File: config.mk
export PLATFORM = sky130hd
export DESIGN_NAME = vir_queue
export DESIGN_NICKNAME = d
export VERILOG_FILES = /design/src/rtl/vir_queue.sv
export VERILOG_INCLUDE_DIRS = /design/src /design/src/rtl
export SDC_FILE = /design/constraint.sdc
export NUM_CORES = 1
export LEC_CHECK = 0
export BUFFER_PORTS_ARGS = -buffer_cell sky130_fd_sc_hd__buf_2
export CAP_MARGIN = 10
export CELL_PAD_IN_SITES_DETAIL_PLACEMENT = 0
export CELL_PAD_IN_SITES_GLOBAL_PLACEMENT = 1
export CORE_MARGIN = 2
export CORE_UTILIZATION = 40
export DETAILED_ROUTE_END_ITERATION = 8
export PLACE_DENSITY_LB_ADDON = 0.12
export SLEW_MARGIN = 20
export SYNTH_ARGS = -nofsm -noshare
export SYNTH_HDL_FRONTEND = slang
export SYNTH_SLANG_ARGS = --single-unit
export TNS_END_PERCENT = 50
File: constraint.sdc
create_clock -name i_clk -period 1.5 [get_ports i_clk]
set_input_delay 0.15 -clock i_clk [delete_from_list [all_inputs] [get_ports i_clk]]
set_output_delay 0.15 -clock i_clk [all_outputs]
set_load 0.02 [all_outputs]
File: src/rtl/assert_macros.svh
// Shared assertion macros for the vertex remap block.
`ifndef ASSERT_MACROS_SVH
`define ASSERT_MACROS_SVH

// Check a property on every rising edge unless the given condition is true.
`define VIR_ASSERT_DIS(lbl, clk, cond, prop, msg) \
    lbl: assert property (@(posedge clk) disable iff (cond) prop) else $error(msg);

// Check a property on every rising edge outside of an active-low reset.
`define VIR_ASSERT_RST(lbl, clk, rst_n, prop, msg) \
    `VIR_ASSERT_DIS(lbl, clk, !(rst_n), prop, msg)

`endif

File: src/rtl/vir_queue.sv
`default_nettype none
`include "assert_macros.svh"

module vir_queue #(
    parameter int WIDTH = 8,
    parameter int DEPTH = 2
) (
    input  wire logic             i_clk,
    input  wire logic             i_rst_n,
    input  wire logic             i_push,
    input  wire logic [WIDTH-1:0] i_data,
    input  wire logic             i_pop,
    output logic                  o_valid,
    output logic      [WIDTH-1:0] o_data,
    output logic                  o_full
);

    localparam int PTR_W = $clog2(DEPTH);
    localparam int CNT_QW = $clog2(DEPTH + 1);
    localparam logic [PTR_W-1:0] PTR_LAST = PTR_W'(DEPTH - 1);
    localparam logic [CNT_QW-1:0] CNT_FULL = CNT_QW'(DEPTH);

    logic [WIDTH-1:0]  r_mem [DEPTH];
    logic [PTR_W-1:0]  r_wr_ptr;
    logic [PTR_W-1:0]  r_rd_ptr;
    logic [CNT_QW-1:0] r_count;
    logic [CNT_QW-1:0] n_count;

    always_comb begin
        n_count = r_count;
        if (i_push && !i_pop) begin
            n_count = r_count + CNT_QW'(1);
        end else if (i_pop && !i_push) begin
            n_count = r_count - CNT_QW'(1);
        end
    end

    always_ff @(posedge i_clk) begin
        if (!i_rst_n) begin
            r_wr_ptr <= '0;
            r_rd_ptr <= '0;
            r_count  <= '0;
        end else begin
            if (i_push) begin
                r_wr_ptr <= (r_wr_ptr == PTR_LAST) ? '0 : r_wr_ptr + PTR_W'(1);
            end
            if (i_pop) begin
                r_rd_ptr <= (r_rd_ptr == PTR_LAST) ? '0 : r_rd_ptr + PTR_W'(1);
            end
            r_count <= n_count;
        end
    end

    always_ff @(posedge i_clk) begin
        if (i_push) begin
            r_mem[r_wr_ptr] <= i_data;
        end
    end

    assign o_valid = (r_count != '0);
    assign o_full  = (r_count == CNT_FULL);
    assign o_data  = r_mem[r_rd_ptr];

    `VIR_ASSERT_RST(a_no_overrun, i_clk, i_rst_n, i_push |-> !o_full, "queue pushed while full")
    `VIR_ASSERT_RST(a_no_underrun, i_clk, i_rst_n, i_pop |-> o_valid, "queue popped while empty")

endmodule

`default_nettype wire

== Word level (Yosys, flattened, before mapping) ==
Memories as Yosys holds them, arrays and structs flattened. A register that Yosys moved wholly into a read port is not among the register bits.
Index checks and enable logic that the tools add are counted.

* Flip-flop bits (word level): 4
* Bits in writable memories: 16
* Input port bits: 12
* Output and inout bits: 10
* Word-level logic and storage cells: 23
* Memories kept: 1

{| class="wikitable"
|+ Memory list
! name !! words !! bits a word !! rd ports !! clocked after memory_dff !! write ports !! RTL line !! text
|-
| r_mem || 2 || 8 || 1 || 1 || 1 || vir_queue.sv:23 || <nowiki>logic [WIDTH-1:0] r_mem [DEPTH];</nowiki>
|}

* Add/subtract/negate cells: 4
* Eq/ne operators: 1
* Muxes and demuxes: 8
* Reductions and logical operators: 6

{| class="wikitable"
|+ Operators by type and width
! operator !! count
|-
| 1-bit 2-to-1 mux || 6
|-
| 2-bit 2-to-1 mux || 2
|-
| 2-bit nonzero test || 2
|-
| 1-bit adder (second input constant) || 2
|-
| 2-bit by 1-bit adder with 2-bit output (second input constant) || 1
|-
| 2-bit == test (second input constant) || 1
|-
| 1-bit logical AND || 2
|-
| 1-bit zero test || 2
|-
| 2-bit by 1-bit subtractor with 2-bit output (second input constant) || 1
|}

== Depth between registers and ports, before layout ==
* Depth in word-level cells: 4
* Depth in mapped cells: 5
* Gate-level depth less buffers: 5

== Worst setup path after synthesis ==
No wires, ideal clock.

* Path kind: flip-flop to flip-flop
* From: reg r_wr_ptr
* To: mem r_mem[0][0] (enable)
* Library setup time: 0.375 ns
* Arrival time: 0.730 ns
* Data required time: 1.125 ns
* Setup slack: 0.396 ns
* Stages on the path, launching flop included: 2
* Path buffers: 0
* Clock period less this slack: 1.104 ns
* Cell sequence: dfxtp_1 nor2b_1

{| class="wikitable"
|+ RTL lines
! what !! RTL line !! text
|-
| start, declared || vir_queue.sv:24 || <nowiki>logic [PTR_W-1:0] r_wr_ptr;</nowiki>
|-
| start signal, assigned || vir_queue.sv:45 || <nowiki>r_wr_ptr <= (r_wr_ptr == PTR_LAST) ? '0 : r_wr_ptr + PTR_W'(1);</nowiki>
|-
| end, declared || vir_queue.sv:23 ||
|}

Straight into the memory's write port.

==> summary by stage <==
Floorplanning
The area inside the core boundary is 1920 µm². From left edge to right edge, the die measures 48.6 µm. 22 I/O pins were placed.

The number of rows in the core area is 16. Once the floorplan was initialized, standard cells occupied 41.5% of the core. The die footprint is 2370 µm². The height of the chip is 48.6 µm.

Critical path
The category of the worst setup path capture point is a primary output. For this run, the slowest stage of the critical path takes 440 ps. The setup check on the worst reg-to-reg path leaves a slack of 480 ps. In this run the critical register-to-register path is captured at r_count[1]. The critical path goes through mux2_2, buf_2.

Of all nets on the critical path, the largest fanout is 8. The type of origin of the critical path is a flip-flop. The standard cell with the maximum stage delay on the critical path is dfxtp_2. Data on the critical path arrives at its endpoint at 1240 ps. The worst register-to-register path has a depth of 3. The setup path with the least slack is of type flip-flop to primary output.

The data required time of the worst path is 1350 ps. The worst register-to-register path begins at r_count[0].

Logic synthesis
In the synthesized netlist, the number of instances is 47. The number of storage elements in the synthesis netlist is 21. The share of the yosys chip area belonging to registers is 72.8%.

The mean cell area of the mapped netlist is 17.0 µm². For this run, the number of Yosys warnings is 0. The total nets after synthesis is 60. The netlist area before placement is 797 µm². The number of different library cells in the post-synthesis netlist is 16.

Timing
The number of hold-slack violations in the final timing report is 0. The worst slew slack as a fraction of its limit is 75.9%. Setup repair after global routing left no endpoint under its margin. For the final routed database, the setup TNS stands at 0 ps. The number of slew-limit violations in the final report is 0. The smallest clock period supported by the final layout is computed as 1390 ps. The portion of the clock cycle consumed by the worst path in the final layout is 92.9%. The smallest hold slack is 43.6 ps. The achievable frequency is 718 MHz. The number of setup violations in the final report is 0. For the final database, setup skew stands at 0.658 ps. The slew of the pin with the lowest slew margin is 361 ps.

CTS
The clock-pin transition on the worst setup and hold timing paths is 100 ps. The deepest clock path buffer count is 2. Buffers inserted to repair hold after CTS numbered 0. The library cell used as clock root buffer is clkbuf_4. In this run the number of H-tree levels came out at 1. In this run, CTS created clock tree buffers numbering 3. The later-pin clock latency in the skew report is 290 ps. Buffers added to address setup during post-CTS repair amount to 0. Gates resized during post-CTS repair numbered 1.

Counting every sink on the clock net gives 21. The CTS tree is built.

Drt
The wire length reported by the detailed router is 1.07 mm. The count of nets left with antenna violations once routing finished came out at 0. After detailed routing, the number of remaining DRC violations is 0. Dividing the detail-routed wire length by the instance count gives 10.8 µm. The pre-antenna-repair detailed-routing pass consisted of 4 iterations. For this block, the via count after detailed routing is 448.

Dividing the detail-routed via count by the number of cells gives 4.53. The first routing iteration left 8 violations.

Power and ir drop
The worst IR drop on VDD is 0.495 mV. The analysis attributes to net switching a power of 0.261 mW. The leakage power figure is 0.386 nW. Dividing total power by cell area gives a power density of 1150 nW/µm². The cell internal power dissipation is 0.855 mW. The combinational share of power is 15.7%. The switching power as a share of total power is 23.4%. The power share of the sequential group is 61.7%. In this run, the clock network consumes 22.6% of the power.

Global route
Global routing used 17.8% of the available met2 tracks. The sum of overflow across all layers after global routing is 0. The met1 track demand over resource in global routing is 10.3%.

In the global route stage, overall resource usage came out at 9.87%. The met3 track demand over resource in global routing is 3.40%. Entering global routing, the biggest net connects 12 pins. The initial antenna violation count was 0. The highest-utilization routing layer at the global route stage is met2. The first global-routing pass estimated 1.76 mm of wire. The number of global-route vias before repair is 431.

Hold path
Counting instances, the worst hold path has a depth of 1. The startpoint of the worst hold path is i_data[2]. The worst hold path terminates at r_mem[1][2]. The path class of the lowest-slack min-delay path is primary input to flip-flop.

Final layout
The finished layout holds 99 standard cells, fillers aside. The library cell used most frequently in the layout, excluding fill and tap cells, is buf_2. In the final layout, the share of cells above drive strength 1 is 50.0%.

The area growth from synthesis to layout is 21.2%. After routing the design area is 966 µm². The top cell types in the final layout, fill and taps aside, are 21 x buf_2, 16 x edfxtp_1, 8 x mux2_2. For this run, the post-layout net count is 86. The number of antenna diodes in the final layout is 0.

Run status
The run finished with clean final reports.

Place
Detailed placement ended at an HPWL of 825 µm. Summing all placed instances gives a cell area of 938 µm². At the end of routability-driven placement, the weighted congestion stood at 0.621. Input and output buffers added on the ports amount to 21. The cell count after placement is 95.

Flow run
Max-cap violations in this run came to 0.
-- power groups by stage --
| stage | combinational, mW | sequential, mW | clock (mW) |
|---|---|---|---|
| floorplan | 0.128 | 0.690 | 0 |
| global placement | 0.176 | 0.701 | 0 |
| detailed placement | 0.178 | 0.701 | 0 |
| CTS | 0.179 | 0.689 | 0.269 |
| global route | 0.192 | 0.694 | 0.287 |
| finish | 0.176 | 0.688 | 0.252 |
-- state kept, by name (all words and copies together) (netlist names), named ones only --
name / count
r_count: 2
r_mem: 16
r_rd_ptr: 1
r_wr_ptr: 1
-- area by class of cell --
| cell class | instances | area [µm²] |
|---|---|---|
| tap | 27 | 33.8 |
| multi-input combinational | 24 | 208 |
| fill | 199 | 956 |
| clock buffer | 4 | 26.3 |
| timing repair buffer | 22 | 113 |
| sequential | 21 | 582 |
| inverter | 1 | 3.75 |
-- stage by stage --
stage	total power, mW	setup slack, ps	util [%]
after detailed placement	0.879	294	48.8
after global routing	1.17	19.6	50.3
final	1.12	107	50.3
after global placement	0.876	291	48.8
after CTS	1.14	70.7	50.3
after floorplan	0.817	396	-
-- worst max path at each step --
stage                             end  slack [ps]  cells past startpoint
after floorplan           r_mem[0][0]         400                      1
after global placement      o_data[6]         290                      2
after detailed placement    o_data[6]         290                      2
after CTS                   o_data[6]          70                      2
after global routing        o_data[3]          20                      2
final                       o_data[6]         110                      2
-- cell families after synthesis --
group,after synthesis,synth area share [%]
xor+xnor,3,3.30
simple gates,9,7.38
buf+inv,2,1.10
mux,8,11.3
flops,21,72.8
compound gates,3,2.51
fa+ha+maj,1,1.57
-- per-layer routing --
metal / vias to the layer above / wire [µm]
met1: 213 / 415
met2: 13 / 600
li1: 220 / -
met5: - / 0
met3: 2 / 48
met4: 0 / 8
-- worst max-delay path, delay by kind of cell, from the launching register on --
family,cells,cell delay [ps]
mux,1,350
flops,1,440
buf+inv,1,160
-- Yosys cell counts, drive strengths merged --
| master | count | area share [%] |
|---|---|---|
| nor2b | 2 | 1.6 |
| buf | 1 | 0.63 |
| a21boi | 1 | 0.94 |
| ha | 1 | 1.6 |
| edfxtp | 16 | 60 |
| o21ai | 1 | 0.63 |
| and2b | 1 | 1.1 |
| o21a | 1 | 0.94 |
| mux2 | 8 | 11 |
| and2 | 4 | 3.1 |
| or3 | 1 | 0.79 |
| dfxtp | 5 | 13 |
| xnor2 | 1 | 1.1 |
| or2 | 1 | 0.79 |
| inv | 1 | 0.47 |
| xor2 | 2 | 2.2 |
Note: power is estimated with default switching activity, not from simulation.
