## src/rtl/assert_macros.svh

```systemverilog
// Shared assertion macros for the vertex remap block.
`ifndef ASSERT_MACROS_SVH
`define ASSERT_MACROS_SVH

// Check a property on every rising edge unless the given condition is true.
`define VIR_ASSERT_DIS(lbl, clk, cond, prop, msg) \
    lbl: assert property (@(posedge clk) disable iff (cond) prop) else $error(msg);

// Check a property on every rising edge outside of an active-low reset.
`define VIR_ASSERT_RST(lbl, clk, rst_n, prop, msg) \
    `VIR_ASSERT_DIS(lbl, clk, !(rst_n), prop, msg)

`endif

```

## src/rtl/vir_pkg.sv

```systemverilog
`default_nettype none

package vir_pkg;

    localparam int IDX_W       = 12;    // local index, base, returned index
    localparam int CNT_W       = 13;    // vertex count, dense counter
    localparam int ADDR_W      = 13;    // base plus local index
    localparam int SPAN_W      = 14;    // base plus vertex count
    localparam int POOL_SIZE_W = 13;
    localparam int ADDR_SPAN   = 2 ** ADDR_W;
    localparam int Q_DEPTH     = 2;

    localparam logic [POOL_SIZE_W-1:0] POOL_SIZE_RST = 13'd4096;

    typedef enum logic [1:0] {
        ST_OK      = 2'd0,
        ST_OUTSIDE = 2'd1,
        ST_BEYOND  = 2'd2
    } t_status;

    typedef enum logic [1:0] {
        S_CLEAR,
        S_IDLE,
        S_MAP,
        S_REV
    } t_back_state;

    typedef struct packed {
        logic              new_primitive;
        logic [ADDR_W-1:0] addr;
        t_status           status;
    } t_item;

endpackage

`default_nettype wire

```

## src/rtl/vir_req_if.sv

```systemverilog
`default_nettype none

interface vir_req_if import vir_pkg::*; ();

    logic             valid;
    logic             ready;
    logic             new_primitive;
    logic [IDX_W-1:0] local_index;
    logic [IDX_W-1:0] cluster_first_vertex;
    logic [CNT_W-1:0] cluster_vertex_count;

    modport source (
        output valid, new_primitive, local_index, cluster_first_vertex,
               cluster_vertex_count,
        input  ready
    );

    modport sink (
        input  valid, new_primitive, local_index, cluster_first_vertex,
               cluster_vertex_count,
        output ready
    );

endinterface

`default_nettype wire

```

## src/rtl/vir_front.sv

```systemverilog
`default_nettype none
`include "assert_macros.svh"

module vir_front import vir_pkg::*; #(
    parameter int POOL_VERTICES = 4096
) (
    input  wire logic                   i_clk,
    input  wire logic                   i_rst_n,
    input  wire logic                   i_cfg_we,
    input  wire logic [POOL_SIZE_W-1:0] i_cfg_wdata,
    vir_req_if.sink                     i_req,
    input  wire logic                   i_hold,
    input  wire logic                   i_q_full,
    output logic                        o_push,
    output t_item                       o_item
);

    localparam int PW    = $clog2(POOL_VERTICES + 1);
    localparam int CMP_W = (PW > SPAN_W) ? PW : SPAN_W;
    localparam logic [CMP_W-1:0] POOL_MAX = CMP_W'(POOL_VERTICES);

    logic [POOL_SIZE_W-1:0] r_pool_size;
    logic [CMP_W-1:0]       pool_ext;
    logic [CMP_W-1:0]       pool_eff;
    logic [CMP_W-1:0]       span_end;
    logic [ADDR_W-1:0]      addr;
    t_status                status;

    always_ff @(posedge i_clk) begin
        if (!i_rst_n) begin
            r_pool_size <= POOL_SIZE_RST;
        end else if (i_cfg_we) begin
            r_pool_size <= i_cfg_wdata;
        end
    end

    always_comb begin
        pool_ext = CMP_W'(r_pool_size);
        pool_eff = (pool_ext > POOL_MAX) ? POOL_MAX : pool_ext;
        span_end = CMP_W'(i_req.cluster_first_vertex) + CMP_W'(i_req.cluster_vertex_count);
        addr     = ADDR_W'(i_req.cluster_first_vertex) + ADDR_W'(i_req.local_index);
        // cluster range first, then the index, then the pooled address itself
        if (span_end > pool_eff) begin
            status = ST_BEYOND;
        end else if (CNT_W'(i_req.local_index) >= i_req.cluster_vertex_count) begin
            status = ST_OUTSIDE;
        end else if (CMP_W'(addr) >= POOL_MAX) begin
            status = ST_BEYOND;
        end else begin
            status = ST_OK;
        end
    end

    assign i_req.ready          = !i_hold && !i_q_full;
    assign o_push               = i_req.valid && i_req.ready;
    assign o_item.new_primitive = i_req.new_primitive;
    assign o_item.addr          = addr;
    assign o_item.status        = status;

    `VIR_ASSERT_RST(a_ok_in_pool, i_clk, i_rst_n, (o_push && o_item.status == ST_OK) |-> (CMP_W'(o_item.addr) < POOL_MAX), "clean item beyond the pool")

endmodule

`default_nettype wire

```

## src/flat_wrapper.sv

```systemverilog
// flat-port wrapper written by rule: the top's interface ports become plain ports
module vir_front_flat import vir_pkg::*;
#(
    parameter int POOL_VERTICES = 4096
)
  (i_clk, i_rst_n, i_cfg_we, i_cfg_wdata, i_hold, i_q_full, o_push, o_item, i_req_valid, i_req_new_primitive, i_req_local_index, i_req_cluster_first_vertex, i_req_cluster_vertex_count, i_req_ready);
  vir_req_if i_req_i ();
  input  wire logic i_clk;
  input  wire logic i_rst_n;
  input  wire logic i_cfg_we;
  input  wire logic [POOL_SIZE_W-1:0] i_cfg_wdata;
  input  wire logic i_hold;
  input  wire logic i_q_full;
  output logic o_push;
  output t_item o_item;
  input wire logic [$bits(i_req_i.valid)-1:0] i_req_valid;
  input wire logic [$bits(i_req_i.new_primitive)-1:0] i_req_new_primitive;
  input wire logic [$bits(i_req_i.local_index)-1:0] i_req_local_index;
  input wire logic [$bits(i_req_i.cluster_first_vertex)-1:0] i_req_cluster_first_vertex;
  input wire logic [$bits(i_req_i.cluster_vertex_count)-1:0] i_req_cluster_vertex_count;
  output wire logic [$bits(i_req_i.ready)-1:0] i_req_ready;
  assign i_req_i.valid = i_req_valid;
  assign i_req_i.new_primitive = i_req_new_primitive;
  assign i_req_i.local_index = i_req_local_index;
  assign i_req_i.cluster_first_vertex = i_req_cluster_first_vertex;
  assign i_req_i.cluster_vertex_count = i_req_cluster_vertex_count;
  assign i_req_ready = i_req_i.ready;
  vir_front #(.POOL_VERTICES(POOL_VERTICES)) u_core (.i_clk(i_clk), .i_rst_n(i_rst_n), .i_cfg_we(i_cfg_we), .i_cfg_wdata(i_cfg_wdata), .i_req(i_req_i), .i_hold(i_hold), .i_q_full(i_q_full), .o_push(o_push), .o_item(o_item));
endmodule
```

## config.mk

```make
export PLATFORM = sky130hd
export DESIGN_NAME = vir_front_flat
export DESIGN_NICKNAME = d
export VERILOG_FILES = /design/src/rtl/vir_pkg.sv /design/src/rtl/vir_req_if.sv /design/src/rtl/vir_front.sv /design/src/flat_wrapper.sv
export VERILOG_INCLUDE_DIRS = /design/src /design/src/rtl
export SDC_FILE = /design/constraint.sdc
export NUM_CORES = 1
export LEC_CHECK = 0
export BUFFER_PORTS_ARGS = -buffer_cell sky130_fd_sc_hd__buf_2
export CAP_MARGIN = 30
export CORE_MARGIN = 2
export CORE_UTILIZATION = 37
export DETAILED_ROUTE_END_ITERATION = 12
export GPL_TIMING_DRIVEN = 0
export SLEW_MARGIN = 20
export SYNTH_ARGS = -nofsm -noshare
export SYNTH_HDL_FRONTEND = slang
export SYNTH_SLANG_ARGS = --single-unit
export TNS_END_PERCENT = 30
```

## constraint.sdc

```tcl
create_clock -name i_clk -period 3.7 [get_ports i_clk]
set_input_delay 0.37 -clock i_clk [delete_from_list [all_inputs] [get_ports i_clk]]
set_output_delay 0.37 -clock i_clk [all_outputs]
set_load 0.005 [all_outputs]
```

# Yosys cells after proc, flatten, opt, wreduce, memory -nomap -nowiden
# Cells that the tools add are included.
dict set report totals {
  ff_bits 13
  latch_bits 0
  mem_bits_rw 0
  mem_bits_ro 0
  input_bits 57
  n_memories 0
}
dict set report classes {
  add_sub_neg 2
  n_mul 0
  div_mod_pow 0
  magnitude_cmp 4
  n_eq_ne 0
  n_shift 0
  n_mux 4
  bitwise_logic 0
  n_reduce_logical 4
}
# cell n
set ops {}
lappend ops {{$add A12 B13 Y14} 1}
lappend ops {{$gt A14 B14 Y1} 1}
lappend ops {{$add A12 B12 Y13} 1}
lappend ops {{$ge A12 B13 Y1} 1}
lappend ops {{$ge A13 B13 Y1 const B} 1}
lappend ops {{$gt A13 B13 Y1 const B} 1}
lappend ops {{$mux W13} 1}
lappend ops {{$mux W2} 3}
lappend ops {{$logic_and A1 B1 Y1} 2}
lappend ops {{$logic_not A1 Y1} 2}

# Longest topological paths before layout
dict set report depth {
  ltp_word 5
  mapped_depth 15
  mapped_depth_nobuf 15
}

# Least setup slack after synthesis
# No wires, ideal clock.
dict set report synth_timing {
  path_type {input to output}
  start {in i_req_cluster_vertex_count[0]}
  end {out o_item[1] in the netlist's numbering}
  t_arrival_ns 2.930
  path_slack_ns 0.400
  stages 15
  path_buffers 0
  path_cell_list {ha_1 fa_1 a21oi_1 o21a_1 nor2_1 o311ai_0 o21ai_0 xor2_1 ha_1 nand3_1 nor4_1 a21oi_1 o21ai_0 o311ai_1 a21o_1}
}
# item line_no
set synth_rtl {}
lappend synth_rtl {{start, declared} flat_wrapper.sv:20} ;# input wire logic [$bits(i_req_i.cluster_vertex_count)-1:0] i_req_cluster_vertex_count;
lappend synth_rtl {{end, declared} flat_wrapper.sv:15} ;# output t_item o_item;

==> reports/summary.txt <==
Status -> finished clean
Initial antenna violation count -> 0
Commonest non-fill, non-tap cell in the layout -> buf_2
Worst EP arrival -> 3.24 ns
Setup TNS -> 0 ns
Crit path max fanout -> 3
Yosys Warn Count -> 0
Register area share after synthesis -> 11.71%
Mapped Nets -> 388
DRC -> 0
R2r setup slk -> 3.05 ns
Reg2reg start -> u_core.r_pool_size[9]
Most flops, register -> u_core.r_pool_size
Min-delay src -> i_cfg_wdata[12]
Clock skew -> 0 ns
Final hold slack -> 0.3589 ns
Synth top area cells -> ha_1 (28%), dfxtp_1 (12%), a21oi_1 (6.1%), xnor2_1 (5.5%), mux2i_1 (5.4%)
Wirelength, routed -> 5.183 mm
Vias in the first global route -> 2,057
Cells after Synth -> 280
DR WL/cell -> 11.94 um
Final Hold Fails -> 0
Final setup vio count -> 0
CTS Root Cell -> clkbuf_8
Fin worst setup slack -> 0.09125 ns
Vias per std cell -> 5.028
Hold depth -> 3
PwrDens -> 250.6 nW/um^2
Slew margin rel. -> 75.16%
Commonest cells after routing, fill and taps aside -> buf_2 (73), ha_1 (47), inv_1 (26)
RSZ-0062 raised after global routing -> true
Hold EP -> u_core.r_pool_size[12]
Max-cap viol count -> 0
Starting Density -> 38.00%
Max-slew violations -> 0
RR Endpoint -> u_core.r_pool_size[9]
Initial drt markers -> 41
GRT Util Overall -> 15.74%
Finished Core Util -> 48.25%
Global-route wire length before repair -> 8.549 mm
Largest regs -> u_core.r_pool_size: 13 flops
Flip-flop count of the largest register, all copies and words added -> 13
FMAX -> 0.2771 GHz
Final nets -> 468
Min Tclk post-route -> 3.609 ns
Maximum number of pins on one net before global-route repair -> 11
Tightest Pin Transition -> 0.3725 ns
Port bufs -> 72
Gr ovfl total -> 0
Clk sink count -> 13
CTS tree -> built
Antenna Diode Count -> 0
Hold crit path type -> input pin to flip-flop
Fill cell total of the finished layout -> 588
Die Width -> 81.52 um
Worst-Skew Late Latency -> 0.24 ns
Num ports -> 75
Setup WS pre-CTS -> -0.3013 ns
#FFs+latches synth -> 13
DRT antenna net count -> 0
Netlist cell types -> 40
Mapped Area -> 2223 um^2
Leak -> 1.420 nW
Die H -> 81.52 um
Clk buf depth -> 2
Worst setup SP type -> input pin
Worst vdd ir -> 227.1 uV
Die ar. -> 6646 um^2
Syn Area/Cell -> 7.941 um^2
H-tree levels -> 1
DRT Pass-1 Iters -> 4
Num CTS Buffers -> 3
Post-synth top area share -> 27.57%
Core area -> 5851 um^2
Fin crit share -> 97.53%
Row count -> 28
RePlAce Congestion -> 0.8022
Clock-pin transition on the worst setup and hold timing paths -> 0.05 ns
Share of cells above drive strength 1 -> 26.74%
CP Capture Type -> primary output
Syn-to-layout area delta -> 26.96%
Synth area leader -> ha_1
DP HPWL -> 4.462 mm
Reg2reg path depth -> 2
Crit Path Category -> input pin to primary output
Routed vias -> 2,182
Req. time, crit path -> 3.33 ns
routing by layer:
layer  up-vias  wire length [um]  global-route usage (%)
met2        49              2519                   29.51
met4         0                35                   3.051
met1       957              2424                   19.97
met3         4               204                  0.5495
met5         -                 0                       0
li1       1172                 -                       -
through the flow:
stage / instance area, um^2 / power, mW / cells
floorplan: 2223 / 0.4361 / 280
global placement: 2678 / 0.5510 / 427
detailed placement: 2678 / 0.5604 / 427
CTS: 2750 / 0.6955 / 431
global route: 2823 / 0.7766 / 434
finish: 2823 / 0.7072 / 434
cell type report:
type | instances | area, um^2 | area share [%]
clock buffer | 4 | 45.04 | 1.596
buffer | 6 | 27.53 | 0.9752
sequential | 13 | 260.3 | 9.220
tap | 75 | 93.84 | 3.324
timing repair buffer | 75 | 382.9 | 13.56
inverter | 26 | 97.59 | 3.457
multi-input combinational | 235 | 1916 | 67.86
worst max-delay path, stage by stage:
cell and delay (ns):
buf_2 0.12, ha_4 0.17, fa_2 0.36, a21oi_2 0.15, o21a_1 0.15, nor2_1 0.07
o311ai_2 0.25, o21ai_1 0.11, xor2_1 0.16, ha_1 0.32, nand3_2 0.12, nor4_4 0.28
a21oi_1 0.06, o21ai_1 0.12, o311ai_2 0.15, a21o_1 0.17, buf_2 0.12
worst max path at each step:
stage | to | slack, ns | cells past startpoint | from
CTS | o_item[1] | 0.0008 | 17 | i_req_cluster_vertex_count[0]
floorplan | o_item[1] | 0.40 | 15 | i_req_cluster_vertex_count[0]
global route | o_item[1] | -0.15 | 17 | i_req_cluster_vertex_count[0]
global placement | o_item[1] | -0.28 | 17 | i_req_cluster_vertex_count[0]
detailed placement | o_item[1] | -0.30 | 17 | i_req_cluster_vertex_count[0]
finish | o_item[1] | 0.09 | 17 | i_req_cluster_vertex_count[0]
synthesized netlist by cell type, drive strengths merged:
library cell	number
and3	1
o311ai	3
clkbuf	4
a31oi	1
a211o	2
a2111oi	1
nor2	13
ha	49
o21bai	8
o2111ai	1
a211oi	3
a21oi	27
a21o	12
xor2	5
nand4	6
a31o	2
inv	26
o31ai	1
xnor2	14
dfxtp	13
fa	2
o22ai	2
nand2	19
o21ai	16
nor3b	1
or2	2
nor4	1
buf	2
nor2b	16
mux2i	12
and2	1
o211ai	2
o21a	4
nor3	3
nand3	5
power by group:
group	switching [mW]	internal, mW	leakage [nW]
registers	0.00494	0.149	0.107
logic	0.220	0.212	1.29
clock network	0.0452	0.0757	0.0228
total	0.270	0.437	1.42
cells by family (layout without fill, tap and decap cells):
| family | after synthesis | after routing | synth area share, % |
|---|---|---|---|
| buffers and inverters | 32 | 111 | 5.627 |
| AOI/OAI and AO/OA | 85 | 85 | 25.27 |
| xor gates and xnor gates | 19 | 19 | 7.485 |
| and+or+nand+nor | 68 | 68 | 15.14 |
| DFF | 13 | 13 | 11.71 |
| muxes | 12 | 12 | 5.403 |
| adders and majority gates | 51 | 51 | 29.38 |
repair_timing:
item,in CTS,in global routing
endpoints found under the setup margin,2,2
buffers inserted,0,3
pin swaps,3,7
resized for setup,9,8
hold buffers,0,0
Note: power is estimated with default switching activity, not from simulation.
